==> config.mk <==
export PLATFORM = sky130hd
export DESIGN_NAME = top_k_distinct_max_tracker
export DESIGN_NICKNAME = d
export VERILOG_FILES = /design/src/tkdm_pkg.sv /design/src/tkdm_table.sv /design/src/top_k_distinct_max_tracker.sv
export SDC_FILE = /design/constraint.sdc
export NUM_CORES = 1
export LEC_CHECK = 0
export BUFFER_PORTS_ARGS = -buffer_cell sky130_fd_sc_hd__buf_4
export CELL_PAD_IN_SITES_DETAIL_PLACEMENT = 0
export CELL_PAD_IN_SITES_GLOBAL_PLACEMENT = 1
export CORE_UTILIZATION = 59
export CTS_BUF_LIST = sky130_fd_sc_hd__clkbuf_4 sky130_fd_sc_hd__clkbuf_8 sky130_fd_sc_hd__clkbuf_16
export DETAILED_ROUTE_END_ITERATION = 12
export PLACE_DENSITY = 0.88
export SKIP_CTS_REPAIR_TIMING = 1
export SLEW_MARGIN = 20
export SYNTH_ARGS = -nofsm -noshare
export SYNTH_HDL_FRONTEND = slang
export SYNTH_SLANG_ARGS = --single-unit
==> constraint.sdc <==
create_clock -name clk -period 8.2 [get_ports clk]
set_input_delay 1.64 -clock clk [delete_from_list [all_inputs] [get_ports clk]]
set_output_delay 1.64 -clock clk [all_outputs]
set_load 0.1 [all_outputs]
==> src/tkdm_pkg.sv <==
// Shared types and constants for the top-k distinct maximum tracker.
`default_nettype none

package tkdm_pkg;

    localparam int DATA_WIDTH   = 32;
    localparam int KEEP_W       = 5;
    localparam int MAX_KEEP_DEF = 16;
    localparam logic [KEEP_W-1:0] KEEP_RESET = 5'd16;

    typedef struct packed {
        logic signed [DATA_WIDTH-1:0] sample_value;
        logic                         end_of_case;
    } in_item_t;

    typedef struct packed {
        logic signed [DATA_WIDTH-1:0] kept_value;
        logic                         set_empty;
        logic                         last_of_run;
    } out_item_t;

    typedef enum logic [3:0] {
        ST_IDLE,
        ST_SCAN,
        ST_SCAN_WAIT,
        ST_DECIDE,
        ST_SHIFT,
        ST_PLACE,
        ST_EMIT_RD,
        ST_EMIT_LD,
        ST_EMPTY
    } state_t;

endpackage

`default_nettype wire

==> src/tkdm_table.sv <==
// Sorted value table: synchronous RAM, one write and one registered read port.
`default_nettype none

module tkdm_table import tkdm_pkg::*; #(
    parameter int DEPTH = MAX_KEEP_DEF,
    parameter int AW    = 4
) (
    input  wire logic                         clk,
    input  wire logic                         we,
    input  wire logic [AW-1:0]                waddr,
    input  wire logic signed [DATA_WIDTH-1:0] wdata,
    input  wire logic [AW-1:0]                raddr,
    output logic signed [DATA_WIDTH-1:0]      rdata
);

    logic signed [DATA_WIDTH-1:0] mem [DEPTH];
    logic signed [DATA_WIDTH-1:0] rdata_reg;

    always_ff @(posedge clk)
    begin
        if (we)
        begin
            mem[waddr] <= wdata;
        end
        rdata_reg <= mem[raddr];
    end

    assign rdata = rdata_reg;

endmodule

`default_nettype wire

==> src/top_k_distinct_max_tracker.sv <==
// Top level: keeps the k largest distinct values of a stream and emits them per case.
//
// Input channel in_valid/in_ready/in_data carries one sample or an end-of-case marker.
// Output channel out_valid/out_ready/out_data carries the held values, ascending,
// with last_of_run on the final one; an empty case gives one transaction with
// set_empty high. cfg_wr_en/cfg_wr_data write k (keep_count); the user must do so only
// while no transaction is in flight, as the block itself does not enforce it.
// The table lives in a one-port-write, one-port-read RAM with a registered read port.
// A sample is scanned against the held values (no scan when the table is empty), then
// decided, then placed once any entries in the way have moved to open a slot. An end
// item emits the held values one at a time: the scan loop walks the RAM read port one
// entry per cycle, while the emit loop reads on only after the output register empties.
// in_ready is high whenever the sequencer is idle, even while the last result
// still waits in the output register. A receiver stall holds the output
// register and pauses emission. Reset empties the table, drops any pending
// output and sets k to 16; the RAM contents are not cleared.
`default_nettype none

module top_k_distinct_max_tracker import tkdm_pkg::*; #(
    parameter int MAX_KEEP = MAX_KEEP_DEF
) (
    input  wire logic              clk,
    input  wire logic              rst_n,
    input  wire logic              in_valid,
    output logic                   in_ready,
    input  wire in_item_t          in_data,
    output logic                   out_valid,
    input  wire logic              out_ready,
    output out_item_t              out_data,
    input  wire logic              cfg_wr_en,
    input  wire logic [KEEP_W-1:0] cfg_wr_data
);

    localparam int CW = $clog2(MAX_KEEP + 1);
    localparam int AW = (MAX_KEEP > 1) ? $clog2(MAX_KEEP) : 1;
    localparam int EW = (CW > KEEP_W) ? CW : KEEP_W;

    state_t                       state_reg, state_next;
    logic [KEEP_W-1:0]            keep_reg;
    logic [CW-1:0]                count_reg, count_next;
    logic [CW-1:0]                idx_reg, idx_next;
    logic [CW-1:0]                pos_reg, pos_next;
    logic [CW-1:0]                place_reg, place_next;
    logic                         grow_reg, grow_next;
    logic                         dup_reg, dup_next;
    logic                         up_reg, up_next;
    logic                         chk_valid_reg, chk_valid_next;
    logic                         mv_valid_reg, mv_valid_next;
    logic [CW-1:0]                mv_dst_reg, mv_dst_next;
    logic signed [DATA_WIDTH-1:0] value_reg, value_next;
    logic                         out_valid_reg, out_valid_next;
    out_item_t                    out_item_reg, out_item_next;
    logic                         out_load;

    logic                         mem_we;
    logic [CW-1:0]                mem_waddr;
    logic signed [DATA_WIDTH-1:0] mem_wdata;
    logic [CW-1:0]                mem_raddr;
    logic signed [DATA_WIDTH-1:0] rd_data;

    logic [EW-1:0]                keep_ext;
    logic [EW-1:0]                keff_ext;
    logic                         table_full;
    logic [CW-1:0]                count_m1;
    logic                         in_fire;

    tkdm_table #(
        .DEPTH (MAX_KEEP),
        .AW    (AW)
    ) u_table (
        .clk   (clk),
        .we    (mem_we),
        .waddr (mem_waddr[AW-1:0]),
        .wdata (mem_wdata),
        .raddr (mem_raddr[AW-1:0]),
        .rdata (rd_data)
    );

    assign keep_ext   = EW'(keep_reg);
    assign keff_ext   = (keep_ext == '0) ? EW'(1) :
                        ((keep_ext > EW'(MAX_KEEP)) ? EW'(MAX_KEEP) : keep_ext);
    assign table_full = (EW'(count_reg) >= keff_ext);
    assign count_m1   = count_reg - CW'(1);
    assign in_ready   = (state_reg == ST_IDLE);
    assign in_fire    = in_valid && in_ready;
    assign out_valid  = out_valid_reg;
    assign out_data   = out_item_reg;

    // write port: a pending move has priority over the final placement
    always_comb
    begin
        mem_we    = 1'b0;
        mem_waddr = mv_dst_reg;
        mem_wdata = rd_data;
        if (mv_valid_reg)
        begin
            mem_we = 1'b1;
        end
        else if (state_reg == ST_PLACE)
        begin
            mem_we    = 1'b1;
            mem_waddr = place_reg;
            mem_wdata = value_reg;
        end
    end

    always_comb
    begin
        state_next     = state_reg;
        count_next     = count_reg;
        idx_next       = idx_reg;
        pos_next       = pos_reg;
        place_next     = place_reg;
        grow_next      = grow_reg;
        dup_next       = dup_reg;
        up_next        = up_reg;
        chk_valid_next = 1'b0;
        mv_valid_next  = 1'b0;
        mv_dst_next    = mv_dst_reg;
        value_next     = value_reg;
        mem_raddr      = idx_reg;
        out_load       = 1'b0;
        out_item_next  = out_item_reg;

        // accumulate the scan result in the cycle after the read
        if (chk_valid_reg)
        begin
            dup_next = dup_reg | (rd_data == value_reg);
            if (rd_data < value_reg)
            begin
                pos_next = pos_reg + CW'(1);
            end
        end

        case (state_reg)
            ST_IDLE:
            begin
                if (in_fire)
                begin
                    idx_next = '0;
                    if (in_data.end_of_case)
                    begin
                        state_next = (count_reg == '0) ? ST_EMPTY : ST_EMIT_RD;
                    end
                    else
                    begin
                        value_next = in_data.sample_value;
                        dup_next   = 1'b0;
                        pos_next   = '0;
                        state_next = (count_reg == '0) ? ST_DECIDE : ST_SCAN;
                    end
                end
            end
            ST_SCAN:
            begin
                chk_valid_next = 1'b1;
                if (idx_reg == count_m1)
                begin
                    state_next = ST_SCAN_WAIT;
                end
                else
                begin
                    idx_next = idx_reg + CW'(1);
                end
            end
            ST_SCAN_WAIT:
            begin
                state_next = ST_DECIDE;
            end
            ST_DECIDE:
            begin
                if (dup_reg)
                begin
                    state_next = ST_IDLE;
                end
                else if (!table_full)
                begin
                    place_next = pos_reg;
                    grow_next  = 1'b1;
                    up_next    = 1'b1;
                    if (pos_reg == count_reg)
                    begin
                        state_next = ST_PLACE;
                    end
                    else
                    begin
                        idx_next   = count_m1;
                        state_next = ST_SHIFT;
                    end
                end
                else if (pos_reg == '0)
                begin
                    state_next = ST_IDLE;
                end
                else
                begin
                    place_next = pos_reg - CW'(1);
                    grow_next  = 1'b0;
                    up_next    = 1'b0;
                    if (pos_reg == CW'(1))
                    begin
                        state_next = ST_PLACE;
                    end
                    else
                    begin
                        idx_next   = CW'(1);
                        state_next = ST_SHIFT;
                    end
                end
            end
            ST_SHIFT:
            begin
                mv_valid_next = 1'b1;
                if (up_reg)
                begin
                    mv_dst_next = idx_reg + CW'(1);
                    if (idx_reg == place_reg)
                    begin
                        state_next = ST_PLACE;
                    end
                    else
                    begin
                        idx_next = idx_reg - CW'(1);
                    end
                end
                else
                begin
                    mv_dst_next = idx_reg - CW'(1);
                    if (idx_reg == place_reg)
                    begin
                        state_next = ST_PLACE;
                    end
                    else
                    begin
                        idx_next = idx_reg + CW'(1);
                    end
                end
            end
            ST_PLACE:
            begin
                if (!mv_valid_reg)
                begin
                    if (grow_reg)
                    begin
                        count_next = count_reg + CW'(1);
                    end
                    state_next = ST_IDLE;
                end
            end
            ST_EMIT_RD:
            begin
                if (!out_valid_reg)
                begin
                    state_next = ST_EMIT_LD;
                end
            end
            ST_EMIT_LD:
            begin
                out_load                  = 1'b1;
                out_item_next.kept_value  = rd_data;
                out_item_next.set_empty   = 1'b0;
                out_item_next.last_of_run = (idx_reg == count_m1);
                if (idx_reg == count_m1)
                begin
                    count_next = '0;
                    state_next = ST_IDLE;
                end
                else
                begin
                    idx_next   = idx_reg + CW'(1);
                    state_next = ST_EMIT_RD;
                end
            end
            ST_EMPTY:
            begin
                if (!out_valid_reg)
                begin
                    out_load                  = 1'b1;
                    out_item_next.kept_value  = '0;
                    out_item_next.set_empty   = 1'b1;
                    out_item_next.last_of_run = 1'b1;
                    state_next                = ST_IDLE;
                end
            end
            default:
            begin
                state_next = ST_IDLE;
            end
        endcase

        out_valid_next = out_load | (out_valid_reg & ~out_ready);
    end

    always_ff @(posedge clk or negedge rst_n)
    begin
        if (!rst_n)
        begin
            state_reg     <= ST_IDLE;
            keep_reg      <= KEEP_RESET;
            count_reg     <= '0;
            chk_valid_reg <= 1'b0;
            mv_valid_reg  <= 1'b0;
            out_valid_reg <= 1'b0;
        end
        else
        begin
            state_reg     <= state_next;
            count_reg     <= count_next;
            chk_valid_reg <= chk_valid_next;
            mv_valid_reg  <= mv_valid_next;
            out_valid_reg <= out_valid_next;
            if (cfg_wr_en)
            begin
                keep_reg <= cfg_wr_data;
            end
        end
    end

    always_ff @(posedge clk)
    begin
        idx_reg      <= idx_next;
        pos_reg      <= pos_next;
        place_reg    <= place_next;
        grow_reg     <= grow_next;
        dup_reg      <= dup_next;
        up_reg       <= up_next;
        mv_dst_reg   <= mv_dst_next;
        value_reg    <= value_next;
        out_item_reg <= out_item_next;
    end

    assert property (@(posedge clk) disable iff (!rst_n)
        count_reg <= CW'(MAX_KEEP))
        else $error("held count exceeds table depth");

    assert property (@(posedge clk) disable iff (!rst_n)
        out_load |-> !out_valid_reg)
        else $error("output register overwritten before transaction completed");

    assert property (@(posedge clk) disable iff (!rst_n)
        (state_reg == ST_EMIT_RD || state_reg == ST_EMIT_LD || state_reg == ST_EMPTY)
        |-> !mem_we)
        else $error("table written during emission");

    assert property (@(posedge clk) disable iff (!rst_n)
        (state_reg == ST_PLACE && !mv_valid_reg) |=> (state_reg == ST_IDLE))
        else $error("placement did not finish the sample");

endmodule

`default_nettype wire
Word-level counts from Yosys, hierarchy flattened

Memory sizes are Yosys's and may differ from the RTL's. A register that Yosys moved wholly into a read port is not among the register bits.
Index checks and enable logic that the tools add are counted.

Register bits: 104
Latch bits: 0
Memory bits (writable): 512
Memory bits (read-only): 0
Bits of input ports: 43
Output and inout port bits: 36
Logic and storage cells: 135
Memories: 1

$add $sub $neg: 6
$mul: 0
Divide/modulo/power cells: 0
Magnitude comparators: 3
Equal/unequal tests: 28
Shift operators: 0
Mux-type cells: 60
Bitwise gates (word level): 6
Reductions and logical operators: 15

Memories:

| name        | depth | width | read ports | clocked after memory_dff | write ports | line             | RTL |
|---|---|---|---|---|---|---|---|
| u_table.mem | 16    | 32    | 1          | 1                        | 1           | tkdm_table.sv:16 | `logic signed [DATA_WIDTH-1:0] mem [DEPTH];` |

Operator list:

| kind                                             | number |
|---|---|
| 2-to-1 mux 5 bit                                 | 22 |
| one-hot mux 34 bit (2 select lines)              | 1 |
| 2-to-1 mux 32 bit                                | 2 |
| 2-to-1 mux 4 bit                                 | 13 |
| one-hot mux 4 bit (9 select lines)               | 1 |
| 2-to-1 mux 34 bit                                | 1 |
| == test 32 bit                                   | 1 |
| less-than comparator 32 bit                      | 1 |
| inequality test 2 bit, second input constant     | 11 |
| one-hot mux 5 bit (4 select lines)               | 1 |
| == test 4 x 3 -> 1 bit, second input constant    | 4 |
| adder 5 x 1 -> 5 bit, second input constant      | 3 |
| == test 5 bit                                    | 3 |
| logical NOT 5 bit                                | 3 |
| subtractor 5 x 1 -> 5 bit, second input constant | 3 |
| 2-to-1 mux 1 bit                                 | 14 |
| one-hot mux 5 bit (2 select lines)               | 1 |
| inequality test 3 bit, second input constant     | 3 |
| == test 4 x 2 -> 1 bit, second input constant    | 2 |
| AND reduction 8 bit                              | 1 |
| 2-to-1 mux 3 bit                                 | 2 |
| AND reduction 3 bit                              | 2 |
| AND reduction 6 bit                              | 1 |
| == test 5 x 1 -> 1 bit, second input constant    | 1 |
| 17 further kinds                                 | 21 |

Longest topological paths before layout

Depth after elaboration: 7
Gate-level depth with buffers: 12
Depth with buffers taken out: 12

By module

From an unflattened synthesis, not the netlist that was laid out.

Cell total of the unflattened synthesis: 1383
Area, all modules: 25861.1 µm²

By module, submodules not included:

| module                     | times used | cells an instance | area an instance (µm²) | sequential area each (µm²) |
|---|---|---|---|---|
| tkdm_table                 | 1          | 838               | 19835.3                | 16015.4 |
| top_k_distinct_max_tracker | 1          | 545               | 6025.8                 | 2979.1 |

Worst setup path before layout

Ideal clock, no wire load.

Kind: reg2reg
Start point: reg state_reg[1]
End point: reg pos_reg[0]
Library setup time: 121 ps
Arrival time: 5277 ps
Required time: 8079 ps
Path slack: 2802 ps
Cell stages (with the launch flop): 7
Path buffers: 1
Period minus slack after synthesis: 5398 ps
Cells stage by stage: dfrtp_1 -> clkbuf_1 -> nor4_1 -> nand3b_1 -> inv_1 -> nor2_1 -> mux2_4

Longest elaborated chain between the ends: 4

Ends and longest elaborated chain:

| item                   | line                              | RTL |
|---|---|---|
| start, declared        | top_k_distinct_max_tracker.sv:38  | `state_t state_reg, state_next;` |
| start signal, assigned | top_k_distinct_max_tracker.sv:307 | `state_reg <= state_next;` |
| logical NOT 4 bit *    | top_k_distinct_max_tracker.sv:84  | `assign in_ready = (state_reg == ST_IDLE);` |
| net in_ready           | top_k_distinct_max_tracker.sv:25  | `output logic in_ready,` |
| logical AND 1 bit      | top_k_distinct_max_tracker.sv:85  | `assign in_fire = in_valid && in_ready;` |
| 2-to-1 mux 5 bit       | top_k_distinct_max_tracker.sv:138 | `if (in_fire)` |
| 2-to-1 mux 5 bit *     | top_k_distinct_max_tracker.sv:135 | `case (state_reg)` |
| net pos_next[0]        | top_k_distinct_max_tracker.sv:42  | `logic [CW-1:0] pos_reg, pos_next;` |
| end signal, assigned   | top_k_distinct_max_tracker.sv:322 | `pos_reg <= pos_next;` |
| end, declared          | top_k_distinct_max_tracker.sv:42  |  |

Mark *: on every way through the listed nets, which the timed path passes. The rest lies on a longest branch.
A chain may end at the register's enable or synchronous reset.

Final worst setup path

Start point: reg state_reg[2]
End point: out in_ready

Longest elaborated chain between the ends: 1

Ends and longest elaborated chain:

| item              | line |
|---|---|
| logical NOT 4 bit | top_k_distinct_max_tracker.sv:84 |
| end, declared     | top_k_distinct_max_tracker.sv:25 |

No other way between the ends.

==> results_dict.tcl <==
set metrics [dict create \
    status "complete, no violations" \
    grt_max_degree 94 \
    start_kind "register" \
    crit_cells 2 \
    combPwrFrac 0.293 \
    post-route-min-period_ns 3.831 \
    syn-cell-area_sq_um 25850 \
    yosys.area.top_type_share 0.6888 \
    hold-worst-slack_ns 0.5229 \
    critical_path_class "register to output port" \
    pre_cts_ws_ns 4.537 \
    gp_congestion 0.8541 \
    ctsLongestPathBuffers 3 \
    ys_seq_area_frac 0.7347 \
    remaining_drc_errors 0 \
    nFillCells 2710 \
    p_clk_frac 0.278 \
    power.leakage_uw 0.009851 \
    synth-edff-count 593 \
    yosysMostFrequentCell "edfxtp_1" \
    grt_pass1_wl_mm 82.71 \
    dpl.hpwl_mm 29.91 \
    firstDrtPassIters 5 \
    r2r_cells 6 \
    clk_pin_slew_ns 0.06 \
    yosys-top-cells-count "edfxtp_1, mux4_2, inv_1, ha_1, nor2_1" \
    wl_mm 55.18 \
    drv_cap 0 \
    syn_inst 1306 \
    yosys-top-cells-area "edfxtp_1, mux4_2, dfxtp_1" \
    ir_drop_mv 0.2737 \
    grt_pass1_vias 13246 \
    clock-sinks 648 \
    syn_to_final_growth_pct 14.10 \
    avgViaCountPerCell 6.320 \
    numCtsBuffers 61 \
    ant_nets 0 \
    fin_nets 1504 \
    synthArstFlopShare 0.02623 \
    die_area_sq_um 44660 \
    cp-end-kind "output port" \
    routed-via-count 12962 \
    rsz0062_at_grt "no" \
    tns_ns 0 \
    crit_slowest_cell "nor4_1" \
    rows 76 \
    hold_depth 1 \
    ys_ff_latch 648 \
    avgSynthCellArea_sq_um 19.80 \
    numPortBuffers 78 \
    crit_chain "nor4_1 -> buf_4" \
    root_buffer "clkbuf_16" \
    tightest_slew_ns 1.086 \
    drive_above_1_share 0.2967 \
    reg2reg_slack_ns 4.48 \
    fp.dieW_um 211.3 \
    p_int_uw 7457 \
    worst-path-buf-inv 1 \
    die_h_um 211.3 \
    synth_top_cell_by_area "edfxtp_1" \
    power_frac_seq 0.429 \
    cts_tree "yes" \
    regArea_sq_um 18990 \
    multi_input_area_sq_um 6575 \
    synth_fp_nets 1396 \
    cp.arrival_ns 2.19 \
    regMostFlops "u_table.mem" \
    track_usage 0.2574 \
    antenna_found_initial 0 \
    cpLargestDelayFamily "simple AND/OR/NAND/NOR gates" \
    drt_iter0_markers 1205 \
    clock_latency_ns 0.63 \
    worst_slack_ns 4.369 \
    fin_skew_ns 0.02291 \
    yosysUniqueCellTypes 59 \
    grt.overflow.total 0 \
    antenna_cells 0 \
    power_density_nw_per_um2 363.5 \
    fmax_ghz 0.2610 \
    cp_data_required_time_ns 6.56 \
    setup-violations-final 0 \
    ios 79 \
    slew_headroom 0.2761 \
    ys.flop_type "edfxtp_1" \
    swShare 0.3046 \
    ys_warn_count 0 \
    largest_reg_flops 512 \
    hold_path.class "register to register" \
    hold_viol 0 \
    wl_per_cell_um 26.90 \
    max_stage_delay_ns 0.59 \
    initial_utilization 0.5988 \
    core_sq_um 43170 \
    period_share 0.4672 \
    cp_max_fo 18 \
    p_sw_uw 3266 \
    slew_viol_final 0 \
    htreeDepth 2 \
]
final cells by class:
class	count	share of cell area
repair buffers	104	0.02825
inverters	54	0.006872
flip-flops and latches	648	0.6439
clock inverters	38	0.01633
clock buffers	77	0.05688
multi-input cells	545	0.2229
well taps	585	0.02481
through the flow:
stage,instance area [sq um],power (uW),util,std cells
global placement,27270,7670,0.6317,1934
CTS,29490,10790,0.6831,2051
global route,29500,11140,0.6833,2051
finish,29500,10720,0.6833,2051
detailed placement,27330,7781,0.6331,1936
floorplan,25850,6914,-,1306
kinds of logic (layout without fill, tap and decap cells):
| logic type | count (synthesis) | in the layout | share of synthesized area |
|---|---|---|---|
| xor gates and xnor gates | 31 | 31 | 0.01050 |
| DFF | 648 | 648 | 0.7347 |
| muxes | 201 | 201 | 0.1571 |
| and+or+nand+nor | 187 | 187 | 0.03785 |
| adders and majority gates | 48 | 48 | 0.02313 |
| AOI/OAI and AO/OA | 78 | 78 | 0.01984 |
| buffers and inverters | 113 | 273 | 0.01679 |
placed cells by master, fill, tap and decap left out, types with 12 or more instances in the layout:
cell and count:
and2_1 32, mux2_2 35, nor3_1 17, o21ai_0 13
dfrtp_1 16, clkinv_2 12, xnor2_1 19, nor2_4 16
xor2_1 12, mux4_2 160, ha_1 47, a21oi_1 19
clkbuf_16 61, dfxtp_1 38, nor2_1 28, inv_1 53
nand2_1 34, buf_4 101, edfxtp_1 593
path summary, 6_finish.rpt:
path                                           from                           end
setup / recovery           state_reg[2]$_DFFE_PN0P_                      in_ready
hold / removal              keep_ext[0]$_DFFE_PN0P_       keep_ext[0]$_DFFE_PN0P_
setup reg to reg           state_reg[2]$_DFFE_PN0P_  u_table.mem[8][27]$_DFFE_PP_
hold reg to reg             keep_ext[0]$_DFFE_PN0P_       keep_ext[0]$_DFFE_PN0P_
max in group asynchronous                     rst_n       keep_ext[4]$_DFFE_PN1P_
min in group asynchronous                     rst_n      state_reg[0]$_DFFE_PN0P_
per-layer routing:
| metal | GRT usage | up-vias | wire length [um] |
|---|---|---|---|
| li1 | - | 5496 | - |
| met1 | 0.3504 | 6731 | 21810 |
| met2 | 0.4294 | 608 | 28050 |
| met3 | 0.03634 | 127 | 3581 |
| met4 | 0.09370 | 0 | 1731 |
| met5 | 0 | - | 0 |
power by group through the flow:
stage               clock [uW]  combinational [uW]  sequential, uW
detailed placement           0                3120            4660
CTS                       3020                3170            4600
global route              3140                3380            4630
finish                    2980                3140            4600
floorplan                    0                2170            4740
global placement             0                3030            4640
Power figures use the tool's default switching activity.
